$ cat src/rtl/core/arwe_pkg.sv
// Shared types and constants for the ack rate and window estimator.
package arwe_pkg;

  // Field widths
  localparam int unsigned SEQ_W    = 32;
  localparam int unsigned TIME_W   = 32;
  localparam int unsigned CFG_W    = 16;
  localparam int unsigned TPUT_W   = 26;
  localparam int unsigned WIN_W    = 26;

  // Stream payload widths (packed, padded to whole bytes)
  localparam int unsigned IN_DATA_W  = 96;
  localparam int unsigned OUT_DATA_W = 56;

  // Shared divider geometry
  localparam int unsigned DVD_W  = 46;
  localparam int unsigned DIVR_W = 32;
  localparam int unsigned CNT_W  = 6;

  // Multiplier geometry
  localparam int unsigned MUL_A_W = 32;
  localparam int unsigned MUL_B_W = 16;
  localparam int unsigned MUL_P_W = MUL_A_W + MUL_B_W;

  // Configuration register indexes
  localparam logic REG_UPDATE_INTERVAL = 1'b0;
  localparam logic REG_RTT_ESTIMATE    = 1'b1;

  // Reset values and Q16 coefficients
  localparam logic [CFG_W-1:0]  INTERVAL_RESET = 16'd20;
  localparam logic [CFG_W-1:0]  RTT_EST_RESET  = 16'd60;
  localparam logic [TPUT_W-1:0] TPUT_RESET     = 26'd6554;
  localparam logic [TPUT_W-1:0] TPUT_MAX       = 26'h3FF_FFFF;
  localparam logic [MUL_B_W-1:0] DECAY_Q16     = 16'd51773;
  localparam logic [MUL_B_W-1:0] GAIN_Q16      = 16'd22938;

  // 1.0 in Q16, aligned to the top of the dividend for a 17-step division
  localparam int unsigned        INV_STEPS   = 17;
  localparam logic [DVD_W-1:0]   INV_DVD     = 46'd1 << (DVD_W - 1);
  localparam logic [CNT_W-1:0]   INV_STEPS_C = CNT_W'(INV_STEPS);
  localparam logic [CNT_W-1:0]   GAIN_STEPS_C = CNT_W'(DVD_W);

  typedef struct packed {
    logic             start;
    logic [CNT_W-1:0] steps;
  } div_req_t;

endpackage

$ cat src/rtl/core/arwe_div.sv
// Shared restoring divider, one quotient bit per cycle.
module arwe_div (
  input  logic                         clk_i,
  input  logic                         rst_ni,
  input  arwe_pkg::div_req_t           req_i,
  input  logic [arwe_pkg::DVD_W-1:0]   dividend_i,
  input  logic [arwe_pkg::DIVR_W-1:0]  divisor_i,
  output logic                         done_o,
  output logic [arwe_pkg::DVD_W-1:0]   quotient_o
);

  logic [arwe_pkg::DVD_W-1:0]  dvd_q, dvd_d;
  logic [arwe_pkg::DIVR_W-1:0] rem_q, rem_d;
  logic [arwe_pkg::DIVR_W-1:0] divr_q, divr_d;
  logic [arwe_pkg::CNT_W-1:0]  cnt_q, cnt_d;
  logic                        busy_q, busy_d;
  logic                        done_q, done_d;
  logic [arwe_pkg::DIVR_W:0]   shifted;
  logic [arwe_pkg::DIVR_W:0]   trial;

  assign shifted = {rem_q, dvd_q[arwe_pkg::DVD_W-1]};
  assign trial   = shifted - {1'b0, divr_q};

  always_comb begin
    dvd_d  = dvd_q;
    rem_d  = rem_q;
    divr_d = divr_q;
    cnt_d  = cnt_q;
    busy_d = busy_q;
    done_d = 1'b0;
    if (req_i.start) begin
      dvd_d  = dividend_i;
      rem_d  = '0;
      divr_d = divisor_i;
      cnt_d  = req_i.steps;
      busy_d = 1'b1;
    end else if (busy_q) begin
      // restore when the trial subtraction goes negative
      if (trial[arwe_pkg::DIVR_W]) begin
        rem_d = shifted[arwe_pkg::DIVR_W-1:0];
        dvd_d = {dvd_q[arwe_pkg::DVD_W-2:0], 1'b0};
      end else begin
        rem_d = trial[arwe_pkg::DIVR_W-1:0];
        dvd_d = {dvd_q[arwe_pkg::DVD_W-2:0], 1'b1};
      end
      cnt_d = cnt_q - 1'b1;
      if (cnt_q == arwe_pkg::CNT_W'(1)) begin
        busy_d = 1'b0;
        done_d = 1'b1;
      end
    end
  end

  always_ff @(posedge clk_i or negedge rst_ni) begin
    if (!rst_ni) begin
      busy_q <= 1'b0;
      done_q <= 1'b0;
      cnt_q  <= '0;
    end else begin
      busy_q <= busy_d;
      done_q <= done_d;
      cnt_q  <= cnt_d;
    end
  end

  always_ff @(posedge clk_i) begin
    dvd_q  <= dvd_d;
    rem_q  <= rem_d;
    divr_q <= divr_d;
  end

  assign done_o     = done_q;
  assign quotient_o = dvd_q;

endmodule

$ cat src/rtl/core/ack_rate_window_estimator.sv
// Top level: throughput estimate and congestion window per acknowledgement.
//
//  channel   | dir | handshake                   | payload
//  ----------+-----+-----------------------------+-----------------------------------
//  s_axis    | in  | s_axis_tvalid/s_axis_tready | seq_acked, send_time, ack_time
//  m_axis    | out | m_axis_tvalid/m_axis_tready | window_packets, rate_estimate
//  cfg       | in  | cfg_we_i (always taken)     | cfg_idx_i, cfg_data_i
//
// An ack that triggers an update uses one serial divider twice: 17 steps for 1/rtt,
// then 46 steps for the gain quotient. An ack that does not update goes straight
// from the check to the window step. The block takes one ack at a time.
// A finished result sits in the output register, so the next ack is taken
// while it waits; a new result stalls only if the previous one is still held.
module ack_rate_window_estimator (
  input  logic                              clk_i,
  input  logic                              rst_ni,
  input  logic                              s_axis_tvalid,
  output logic                              s_axis_tready,
  // [31:0] seq_acked, [63:32] send_time, [95:64] ack_time
  input  logic [arwe_pkg::IN_DATA_W-1:0]    s_axis_tdata,
  output logic                              m_axis_tvalid,
  input  logic                              m_axis_tready,
  // [25:0] window_packets, [51:26] rate_estimate, [55:52] zero
  output logic [arwe_pkg::OUT_DATA_W-1:0]   m_axis_tdata,
  input  logic                              cfg_we_i,
  input  logic                              cfg_idx_i,
  input  logic [arwe_pkg::CFG_W-1:0]        cfg_data_i
);

  localparam logic [2:0] S_IDLE  = 3'd0;
  localparam logic [2:0] S_CHECK = 3'd1;
  localparam logic [2:0] S_INV   = 3'd2;
  localparam logic [2:0] S_GAIN  = 3'd3;
  localparam logic [2:0] S_BLEND = 3'd4;
  localparam logic [2:0] S_APPLY = 3'd5;
  localparam logic [2:0] S_WIN   = 3'd6;

  logic [2:0] state_q, state_d;

  logic [arwe_pkg::CFG_W-1:0]  interval_q, rtt_est_q;
  logic [arwe_pkg::TPUT_W-1:0] tput_q, tput_d;
  logic [arwe_pkg::TIME_W-1:0] last_time_q, last_time_d;
  logic [arwe_pkg::SEQ_W-1:0]  last_seq_q, last_seq_d;

  logic [arwe_pkg::SEQ_W-1:0]  seq_q;
  logic [arwe_pkg::TIME_W-1:0] send_q, ack_q;

  logic                        neg_q;
  logic [arwe_pkg::DVD_W-1:0]  gain_prod_q;
  logic [arwe_pkg::TPUT_W-1:0] decay_q, inv_q, blend_q;
  logic [arwe_pkg::DVD_W-1:0]  gain_q;

  logic                         out_vld_q;
  logic [arwe_pkg::OUT_DATA_W-1:0] out_data_q;

  logic                         s_xfer, out_load;
  logic [arwe_pkg::TIME_W-1:0]  elapsed, rtt_full;
  logic [arwe_pkg::TIME_W-2:0]  rtt;
  logic [arwe_pkg::SEQ_W-1:0]   delta, delta_mag;
  logic                         do_update;

  logic [arwe_pkg::MUL_A_W-1:0] mul_a;
  logic [arwe_pkg::MUL_B_W-1:0] mul_b;
  logic [arwe_pkg::MUL_P_W-1:0] mul_p;

  arwe_pkg::div_req_t           div_req;
  logic [arwe_pkg::DVD_W-1:0]   div_dvd;
  logic [arwe_pkg::DIVR_W-1:0]  div_divr;
  logic                         div_done;
  logic [arwe_pkg::DVD_W-1:0]   div_quot;

  logic [arwe_pkg::DVD_W:0]     sum_pos;
  logic [arwe_pkg::TPUT_W-1:0]  blend_d;

  assign s_axis_tready = (state_q == S_IDLE);
  assign s_xfer        = s_axis_tvalid && s_axis_tready;

  assign elapsed   = ack_q - last_time_q;
  assign rtt_full  = ack_q - send_q;
  assign rtt       = rtt_full[arwe_pkg::TIME_W-1:1];
  assign delta     = seq_q - last_seq_q;
  assign delta_mag = delta[arwe_pkg::SEQ_W-1] ? (~delta + 1'b1) : delta;
  assign do_update = (elapsed >= {16'd0, interval_q});

  // One shared multiplier; operands follow the sequencer step
  always_comb begin
    unique case (state_q)
      S_CHECK: begin
        mul_a = delta_mag;
        mul_b = arwe_pkg::GAIN_Q16;
      end
      S_INV: begin
        mul_a = {6'd0, tput_q};
        mul_b = arwe_pkg::DECAY_Q16;
      end
      default: begin
        mul_a = {6'd0, tput_q};
        mul_b = rtt_est_q;
      end
    endcase
  end
  assign mul_p = mul_a * mul_b;

  // Divider feed: 1/rtt first, then the gain quotient
  always_comb begin
    div_req.start = 1'b0;
    div_req.steps = arwe_pkg::INV_STEPS_C;
    div_dvd       = arwe_pkg::INV_DVD;
    div_divr      = {1'b0, rtt};
    if (state_q == S_CHECK && do_update) begin
      div_req.start = 1'b1;
    end else if (state_q == S_INV && div_done) begin
      div_req.start = 1'b1;
      div_req.steps = arwe_pkg::GAIN_STEPS_C;
      div_dvd       = gain_prod_q;
      div_divr      = (elapsed == '0) ? arwe_pkg::DIVR_W'(1) : elapsed;
    end
  end

  arwe_div u_div (
    .clk_i      (clk_i),
    .rst_ni     (rst_ni),
    .req_i      (div_req),
    .dividend_i (div_dvd),
    .divisor_i  (div_divr),
    .done_o     (div_done),
    .quotient_o (div_quot)
  );

  // Blend of decay and signed gain, clamped to the Q10.16 range
  assign sum_pos = {21'd0, decay_q} + {1'b0, gain_q};
  always_comb begin
    if (neg_q) begin
      if (gain_q > {20'd0, decay_q}) begin
        blend_d = '0;
      end else begin
        blend_d = decay_q - gain_q[arwe_pkg::TPUT_W-1:0];
      end
    end else if (sum_pos > {21'd0, arwe_pkg::TPUT_MAX}) begin
      blend_d = arwe_pkg::TPUT_MAX;
    end else begin
      blend_d = sum_pos[arwe_pkg::TPUT_W-1:0];
    end
  end

  assign out_load = (state_q == S_WIN) && (!out_vld_q || m_axis_tready);

  always_comb begin
    state_d     = state_q;
    tput_d      = tput_q;
    last_time_d = last_time_q;
    last_seq_d  = last_seq_q;
    unique case (state_q)
      S_IDLE:  if (s_xfer) state_d = S_CHECK;
      S_CHECK: state_d = do_update ? S_INV : S_WIN;
      S_INV:   if (div_done) state_d = S_GAIN;
      S_GAIN:  if (div_done) state_d = S_BLEND;
      S_BLEND: state_d = S_APPLY;
      S_APPLY: begin
        tput_d      = (inv_q > blend_q) ? inv_q : blend_q;
        last_time_d = ack_q;
        last_seq_d  = seq_q;
        state_d     = S_WIN;
      end
      S_WIN:   if (out_load) state_d = S_IDLE;
      default: state_d = S_IDLE;
    endcase
  end

  always_ff @(posedge clk_i or negedge rst_ni) begin
    if (!rst_ni) begin
      state_q     <= S_IDLE;
      interval_q  <= arwe_pkg::INTERVAL_RESET;
      rtt_est_q   <= arwe_pkg::RTT_EST_RESET;
      tput_q      <= arwe_pkg::TPUT_RESET;
      last_time_q <= '0;
      last_seq_q  <= '0;
      out_vld_q   <= 1'b0;
    end else begin
      state_q     <= state_d;
      tput_q      <= tput_d;
      last_time_q <= last_time_d;
      last_seq_q  <= last_seq_d;
      if (cfg_we_i) begin
        unique case (cfg_idx_i)
          arwe_pkg::REG_UPDATE_INTERVAL: interval_q <= cfg_data_i;
          arwe_pkg::REG_RTT_ESTIMATE:    rtt_est_q  <= cfg_data_i;
          default: ;
        endcase
      end
      if (out_load) begin
        out_vld_q <= 1'b1;
      end else if (m_axis_tready) begin
        out_vld_q <= 1'b0;
      end
    end
  end

  // Datapath registers
  always_ff @(posedge clk_i) begin
    if (s_xfer) begin
      seq_q  <= s_axis_tdata[31:0];
      send_q <= s_axis_tdata[63:32];
      ack_q  <= s_axis_tdata[95:64];
    end
    if (state_q == S_CHECK) begin
      neg_q       <= delta[arwe_pkg::SEQ_W-1];
      gain_prod_q <= mul_p[arwe_pkg::DVD_W-1:0];
    end
    if (state_q == S_INV) begin
      decay_q <= mul_p[41:16];
      if (div_done) begin
        // a zero rtt counts as the largest reciprocal
        inv_q <= (rtt == '0) ? arwe_pkg::TPUT_MAX : {9'd0, div_quot[16:0]};
      end
    end
    if (state_q == S_GAIN && div_done) begin
      gain_q <= div_quot;
    end
    if (state_q == S_BLEND) begin
      blend_q <= blend_d;
    end
    if (out_load) begin
      out_data_q <= {4'd0, tput_q, mul_p[41:16]};
    end
  end

  assign m_axis_tvalid = out_vld_q;
  assign m_axis_tdata  = out_data_q;

endmodule

$ cat config.mk
export PLATFORM = sky130hd
export DESIGN_NAME = ack_rate_window_estimator
export DESIGN_NICKNAME = d
export VERILOG_FILES = /design/src/rtl/core/arwe_pkg.sv /design/src/rtl/core/arwe_div.sv /design/src/rtl/core/ack_rate_window_estimator.sv
export SDC_FILE = /design/constraint.sdc
export NUM_CORES = 2
export LEC_CHECK = 0
export BUFFER_PORTS_ARGS = -buffer_cell sky130_fd_sc_hd__buf_2
export CAP_MARGIN = 5
export CORE_MARGIN = 5
export CORE_UTILIZATION = 35
export DETAILED_ROUTE_END_ITERATION = 8
export PLACE_DENSITY = 0.5
export SKIP_LAST_GASP = 1
export SLEW_MARGIN = 0
export SYNTH_ARGS = -nofsm -noshare
export SYNTH_HDL_FRONTEND = slang
export SYNTH_SLANG_ARGS = --single-unit
export TNS_END_PERCENT = 100
$ cat constraint.sdc
create_clock -name clk_i -period 13.4 [get_ports clk_i]
set_input_delay 2.68 -clock clk_i [delete_from_list [all_inputs] [get_ports clk_i]]
set_output_delay 2.68 -clock clk_i [all_outputs]
set_load 0.05 [all_outputs]
# After elaboration in Yosys (flattened, before gate mapping)

Cells that the tools add are included.

Register bits after elaboration: 563
Input bits: 118
Logic and storage cells: 105
Output and inout bits: 58

Order comparisons: 4
Equal/unequal tests: 11
Multiply operators: 1
Reductions and logical operators: 17
Bitwise gates (word level): 3
$add $sub $neg: 8
Multiplexer cells: 36

Operators with widths:

| cell                  | number |
|---|---|
| $mux 46               | 4 |
| $mux 26               | 5 |
| $mux 32               | 3 |
| $sub 32x32->32        | 3 |
| $mux 31               | 3 |
| $add 26x46->47        | 1 |
| $gt 47x26->1 const B  | 1 |
| $gt 46x26->1          | 1 |
| $mul 32x16->46        | 1 |
| $sub 33x32->33        | 1 |
| $add 32x1->32 const B | 1 |
| $ge 32x16->1          | 1 |
| $logic_not 32->1      | 1 |
| $not 32->32           | 1 |
| $pmux 16 s2           | 1 |
| $logic_not 31->1      | 1 |
| $gt 26x26->1          | 1 |
| $sub 26x26->26        | 1 |
| $pmux 3 s7            | 1 |
| $mux 6                | 3 |
| $mux 3                | 5 |
| $mux 1                | 10 |
| $eq 3x3->1 const B    | 3 |
| $mux 7                | 1 |
| 15 further kinds      | 26 |

# Logic depth before layout (Yosys ltp)

Depth after elaboration: 6
Depth in mapped cells: 40
Gate-level depth less buffers: 38

# Modules after synthesis

A second synthesis with hierarchy kept.

Cell total of the unflattened synthesis: 5119
Area, all modules: 49618.8 sq um

By module, submodules not included:

| module                    | instances | sequential area each (sq um) | cells each | area each (sq um) |
|---|---|---|---|---|
| ack_rate_window_estimator | 1         | 12508.2                      | 4493       | 42943.7 |
| arwe_div                  | 1         | 3183.1                       | 626        | 6675.2 |

# Worst setup path after synthesis

OpenSTA, ideal clock, no wires.

Path kind: register to register
From: register seq_q[0] (netlist bit)
To: register gain_prod_q[45] (netlist bit), data pin
Setup slack: 3.974 ns
Required time: 13.139 ns
Clock period less this slack: 9.426 ns
Cell stages (with the launch flop): 38
Library setup time: 0.261 ns
Data arrival time: 9.164 ns
Path buffers: 1
Cell sequence: edfxtp_1 > inv_1 > ha_1 > inv_1 > fa_1 > a21o_1 > a221oi_2 > o2111ai_2 > and3b_1 > or4_1 > or3_4 > a311oi_1 > a21oi_1 > xnor2_1 > o21ai_0 > clkbuf_1 > nand2_1 > fa_1 > [2 not listed] > inv_1 > fa_1 > fa_1 > inv_1 > fa_1 > inv_1 > ha_1 > and3_1 > and2_1 > a221oi_1 > nand2_1 > o211ai_1 > a31oi_1 > o211ai_1 > nand2_1 > a221o_1 > o21ai_0 > xnor2_1

Word-level cells in the longest chain between the ends: 6

Ends and longest elaborated chain:

| item                     | RTL line                         | source |
|---|---|---|
| start, declared          | ack_rate_window_estimator.sv:45  | `logic [arwe_pkg::SEQ_W-1:0] seq_q;` |
| start signal, assigned   | ack_rate_window_estimator.sv:202 | `seq_q <= s_axis_tdata[31:0];` |
| $sub 32x32->32 *         | ack_rate_window_estimator.sv:81  | `assign delta = seq_q - last_seq_q;` |
| $not 32->32              | ack_rate_window_estimator.sv:82  | `assign delta_mag = delta[arwe_pkg::SEQ_W-1] ? (~delta + 1'b1) : delta;` |
| $add 32x1->32            | ack_rate_window_estimator.sv:82  |  |
| $mux 32 *                | ack_rate_window_estimator.sv:82  |  |
| $mux 32 *                | ack_rate_window_estimator.sv:87  | `unique case (state_q)` |
| $mul 32x16->46 *         | ack_rate_window_estimator.sv:102 | `assign mul_p = mul_a * mul_b;` |
| named net mul_p, one bit | ack_rate_window_estimator.sv:64  | `logic [arwe_pkg::MUL_P_W-1:0] mul_p;` |
| end signal, assigned     | ack_rate_window_estimator.sv:208 | `gain_prod_q <= mul_p[arwe_pkg::DVD_W-1:0];` |
| end, declared            | ack_rate_window_estimator.sv:49  | `logic [arwe_pkg::DVD_W-1:0] gain_prod_q;` |

The timed path passes the listed nets; every way through them passes the cells marked *.
A chain may end at the register's enable or synchronous reset.

# Worst setup path after layout

From: register seq_q[6] (netlist bit)
To: register gain_prod_q[44] (netlist bit), data pin

The elaborated chain is that of the path after synthesis.

==> results.json <==
{
  "outcome": "finished, final reports clean",
  "postCtsSetupRepairBufs": 0,
  "critical_path_class": "reg2reg",
  "finalCriticalPeriod_ns": 10.88,
  "grt-ovfl-total": 0,
  "met1_usage": 0.2900,
  "synthArstFlopShare": 0.2414,
  "syn_avg_cell_area_um2": 9.529,
  "row_count": 137,
  "required_ns": 13.80,
  "slew_viol_final": 0,
  "power.internal_mw": 6.876,
  "io_buffers": 171,
  "cts_buffer_depth": 3,
  "critPathMaxStageDelay_ns": 0.92,
  "grt.met2_usage": 0.3288,
  "clockRootBuffer": "clkbuf_16",
  "seqPwrFrac": 0.228,
  "synth_edf_count": 389,
  "synth_cell_type_count": 93,
  "max_clock_freq_mhz": 91.94,
  "synthTopCellsByArea": "edfxtp_1, fa_1, ha_1",
  "crit_fanout": 9,
  "hold_buffers": 0,
  "fp.dieH_um": 384.1,
  "drive_gt1_frac": 0.09814,
  "cts_tree": "done",
  "numCtsBuffers": 71,
  "routed_wl_mm": 151.9,
  "endpoint_kind": "flop",
  "ys_seq_area_frac": 0.3204,
  "synthCells": 5139,
  "fin_crit_sh": 0.8117,
  "grt_antenna_before_repair": 10,
  "worstSkewPairLatency_ns": 0.67,
  "area_delta_synth_final_pct": 11.81,
  "yosysMostFrequentCell": "inv_1",
  "core_area_mm2": 0.1394,
  "hp-class": "reg2reg",
  "wl_per_cell_um": 20.93,
  "yosys_warnings": 0,
  "power_density_mw_per_mm2": 240.9,
  "pwr-share-clk": 0.152,
  "synth_common_cells": "inv_1, nand2_1, fa_1, edfxtp_1, ha_1",
  "rsz0062_at_grt": "false",
  "grt_pass1_vias": 37700,
  "p_sw_frac": 0.4787,
  "grt_pass1_wl_mm": 232.0,
  "use_met3": 0.02951,
  "maxCapViolations": 0,
  "place.detailed.hpwl_mm": 118.9,
  "vias": 37370,
  "die_width_um": 384.1,
  "ios": 176,
  "grt_start_max_net_pins": 97,
  "cts.sinks": 555,
  "vias_per_cell": 5.151,
  "worst_slack_ns": 2.524,
  "worst_path_max_delay_cell": "a2111oi_0",
  "routabilityCongestion": 0.9050,
  "setup_viol": 0,
  "hold_viol_final": 0,
  "cts_resized": 0,
  "netlist.area_leader.share": 0.2385,
  "top_usage_layer": "met2",
  "grt_use_total": 0.2048,
  "dp_slack_ns": 2.594,
  "synth_area_mm2": 0.04897,
  "dieArea_mm2": 0.1475,
  "p_comb_frac": 0.620,
  "whs_ns": 0.4406,
  "drtPass1Iterations": 6,
  "vdd_drop_max_mv": 0.2284,
  "fin_skew_ns": 0.03420,
  "ant_nets": 0,
  "synth_flop_cell": "edfxtp_1",
  "leakagePower_nw": 24.11,
  "drc_errors": 0,
  "drt_iter0_drc": 2574,
  "fin_nets": 6219,
  "relSlewSlack": 0.1638,
  "synth.largest_area_cell": "edfxtp_1",
  "synth_seq_cells": 555,
  "power_switching_mw": 6.313,
  "cp-start-kind": "flop",
  "worst_pin_slew_ns": 1.250,
  "antenna_cells": 0,
  "clk_pin_slew_ns": 0.06,
  "htreeDepth": 3,
  "critPathArrivalTime_ns": 11.27,
  "start_util": 0.3514,
  "finalSetupTns_ns": 0,
  "cp_common_cell": "fa_1"
}
## cells in the final DEF (no fill, tap or decap), types with 62 or more instances in the layout
cell         n
inv_1      786
nand2_1    547
fa_1       423
edfxtp_1   389
ha_1       355
nor2_1     317
a21oi_1    270
o21ai_0    243
buf_2      170
dfrtp_1    120
xnor2_1    116
and2_1     113
a21o_1     110
nor3_1      92
mux2_2      83
nand3_1     80
buf_4       80
clkbuf_16   72
o31ai_1     67
and3_1      62
## area by class of cell
cell class / count / area (um^2)
multi-input combinational: 3652 / 29830
clock inverter: 43 / 540.5
sequential: 555 / 15690
timing repair buffer: 252 / 1483
inverter: 791 / 2977
tap: 1876 / 2347
fill: 14000 / 84600
clock buffer: 87 / 1888
## worst paths after layout
kind	startpoint	end	slack, ns	cells past startpoint
worst max-delay path	seq_q[6]$_DFFE_PP_	gain_prod_q[44]$_DFFE_PP_	2.52	33
worst min-delay path	u_div.quotient_o[9]$_DFFE_PP_	gain_q[9]$_DFFE_PP_	0.44	0
worst max register to register	seq_q[6]$_DFFE_PP_	gain_prod_q[44]$_DFFE_PP_	2.52	33
worst min register to register	u_div.quotient_o[9]$_DFFE_PP_	gain_q[9]$_DFFE_PP_	0.44	0
max in group asynchronous	rst_ni	last_seq_q[4]$_DFFE_PN0N_	9.62	3
min in group asynchronous	rst_ni	state_q[0]$_DFFE_PN0P_	2.02	1
## cell families after synthesis
family                   after synthesis  share of synthesized area
AO/OA/AOI/OAI                       1068                     0.1409
multiplexers                         136                    0.02992
flip-flops                           555                     0.3204
XOR/XNOR                             166                    0.03015
buffers and inverters                980                    0.07573
AND/OR/NAND/NOR                     1454                     0.1391
adder cells (fa/ha/maj)              778                     0.2636
other                                  2                  0.0001534
## registers in the layout, summed over array words and instances, names as in the netlist, 3 cells and up
signal / flops
m_axis_tdata: 52
gain_prod_q: 46
gain_q: 46
u_div.quotient_o: 46
ack_q: 32
last_seq_q: 32
last_time_q: 32
send_q: 32
seq_q: 32
u_div.divr_q: 32
u_div.rem_q: 32
blend_q: 26
decay_q: 26
tput_q: 26
inv_q: 18
interval_q: 16
rtt_est_q: 16
u_div.cnt_q: 6
state_q: 3
## power by group through the flow
stage / clock network [mW] / registers, mW / logic, mW
3_5_place_dp: 0 / 3.04 / 8.19
6_report: 2.00 / 3.01 / 8.18
4_1_cts: 2.07 / 3.01 / 8.25
3_3_place_gp: 0 / 3.04 / 8.12
5_1_grt: 2.13 / 3.05 / 9.17
2_1_floorplan: 0 / 2.95 / 5.57
## critical path, delay by kind of cell, from the launching register on
family | cells | cell delay [ns]
adder cells (fa/ha/maj) | 8 | 3.79
AO/OA/AOI/OAI | 13 | 4.52
AND/OR/NAND/NOR | 7 | 1.48
buffers and inverters | 3 | 0.16
flip-flops | 1 | 0.40
XOR/XNOR | 2 | 0.28
## per-stage QoR
stage	area (um^2)	std cells	util	total power, mW
floorplan	49150	5187	-	8.516
global placement	52330	7126	0.3755	11.16
detailed placement	52330	7126	0.3755	11.24
CTS	54760	7256	0.3929	13.33
global route	54760	7256	0.3929	14.36
finish	54760	7256	0.3929	13.19
## layer usage
metal,part of all wire,wire length (um)
met1,0.46,69720
met5,0.00027,41
met4,0.026,4002
met2,0.45,68760
met3,0.062,9348
No activity file was read; power rests on OpenSTA's default activity.
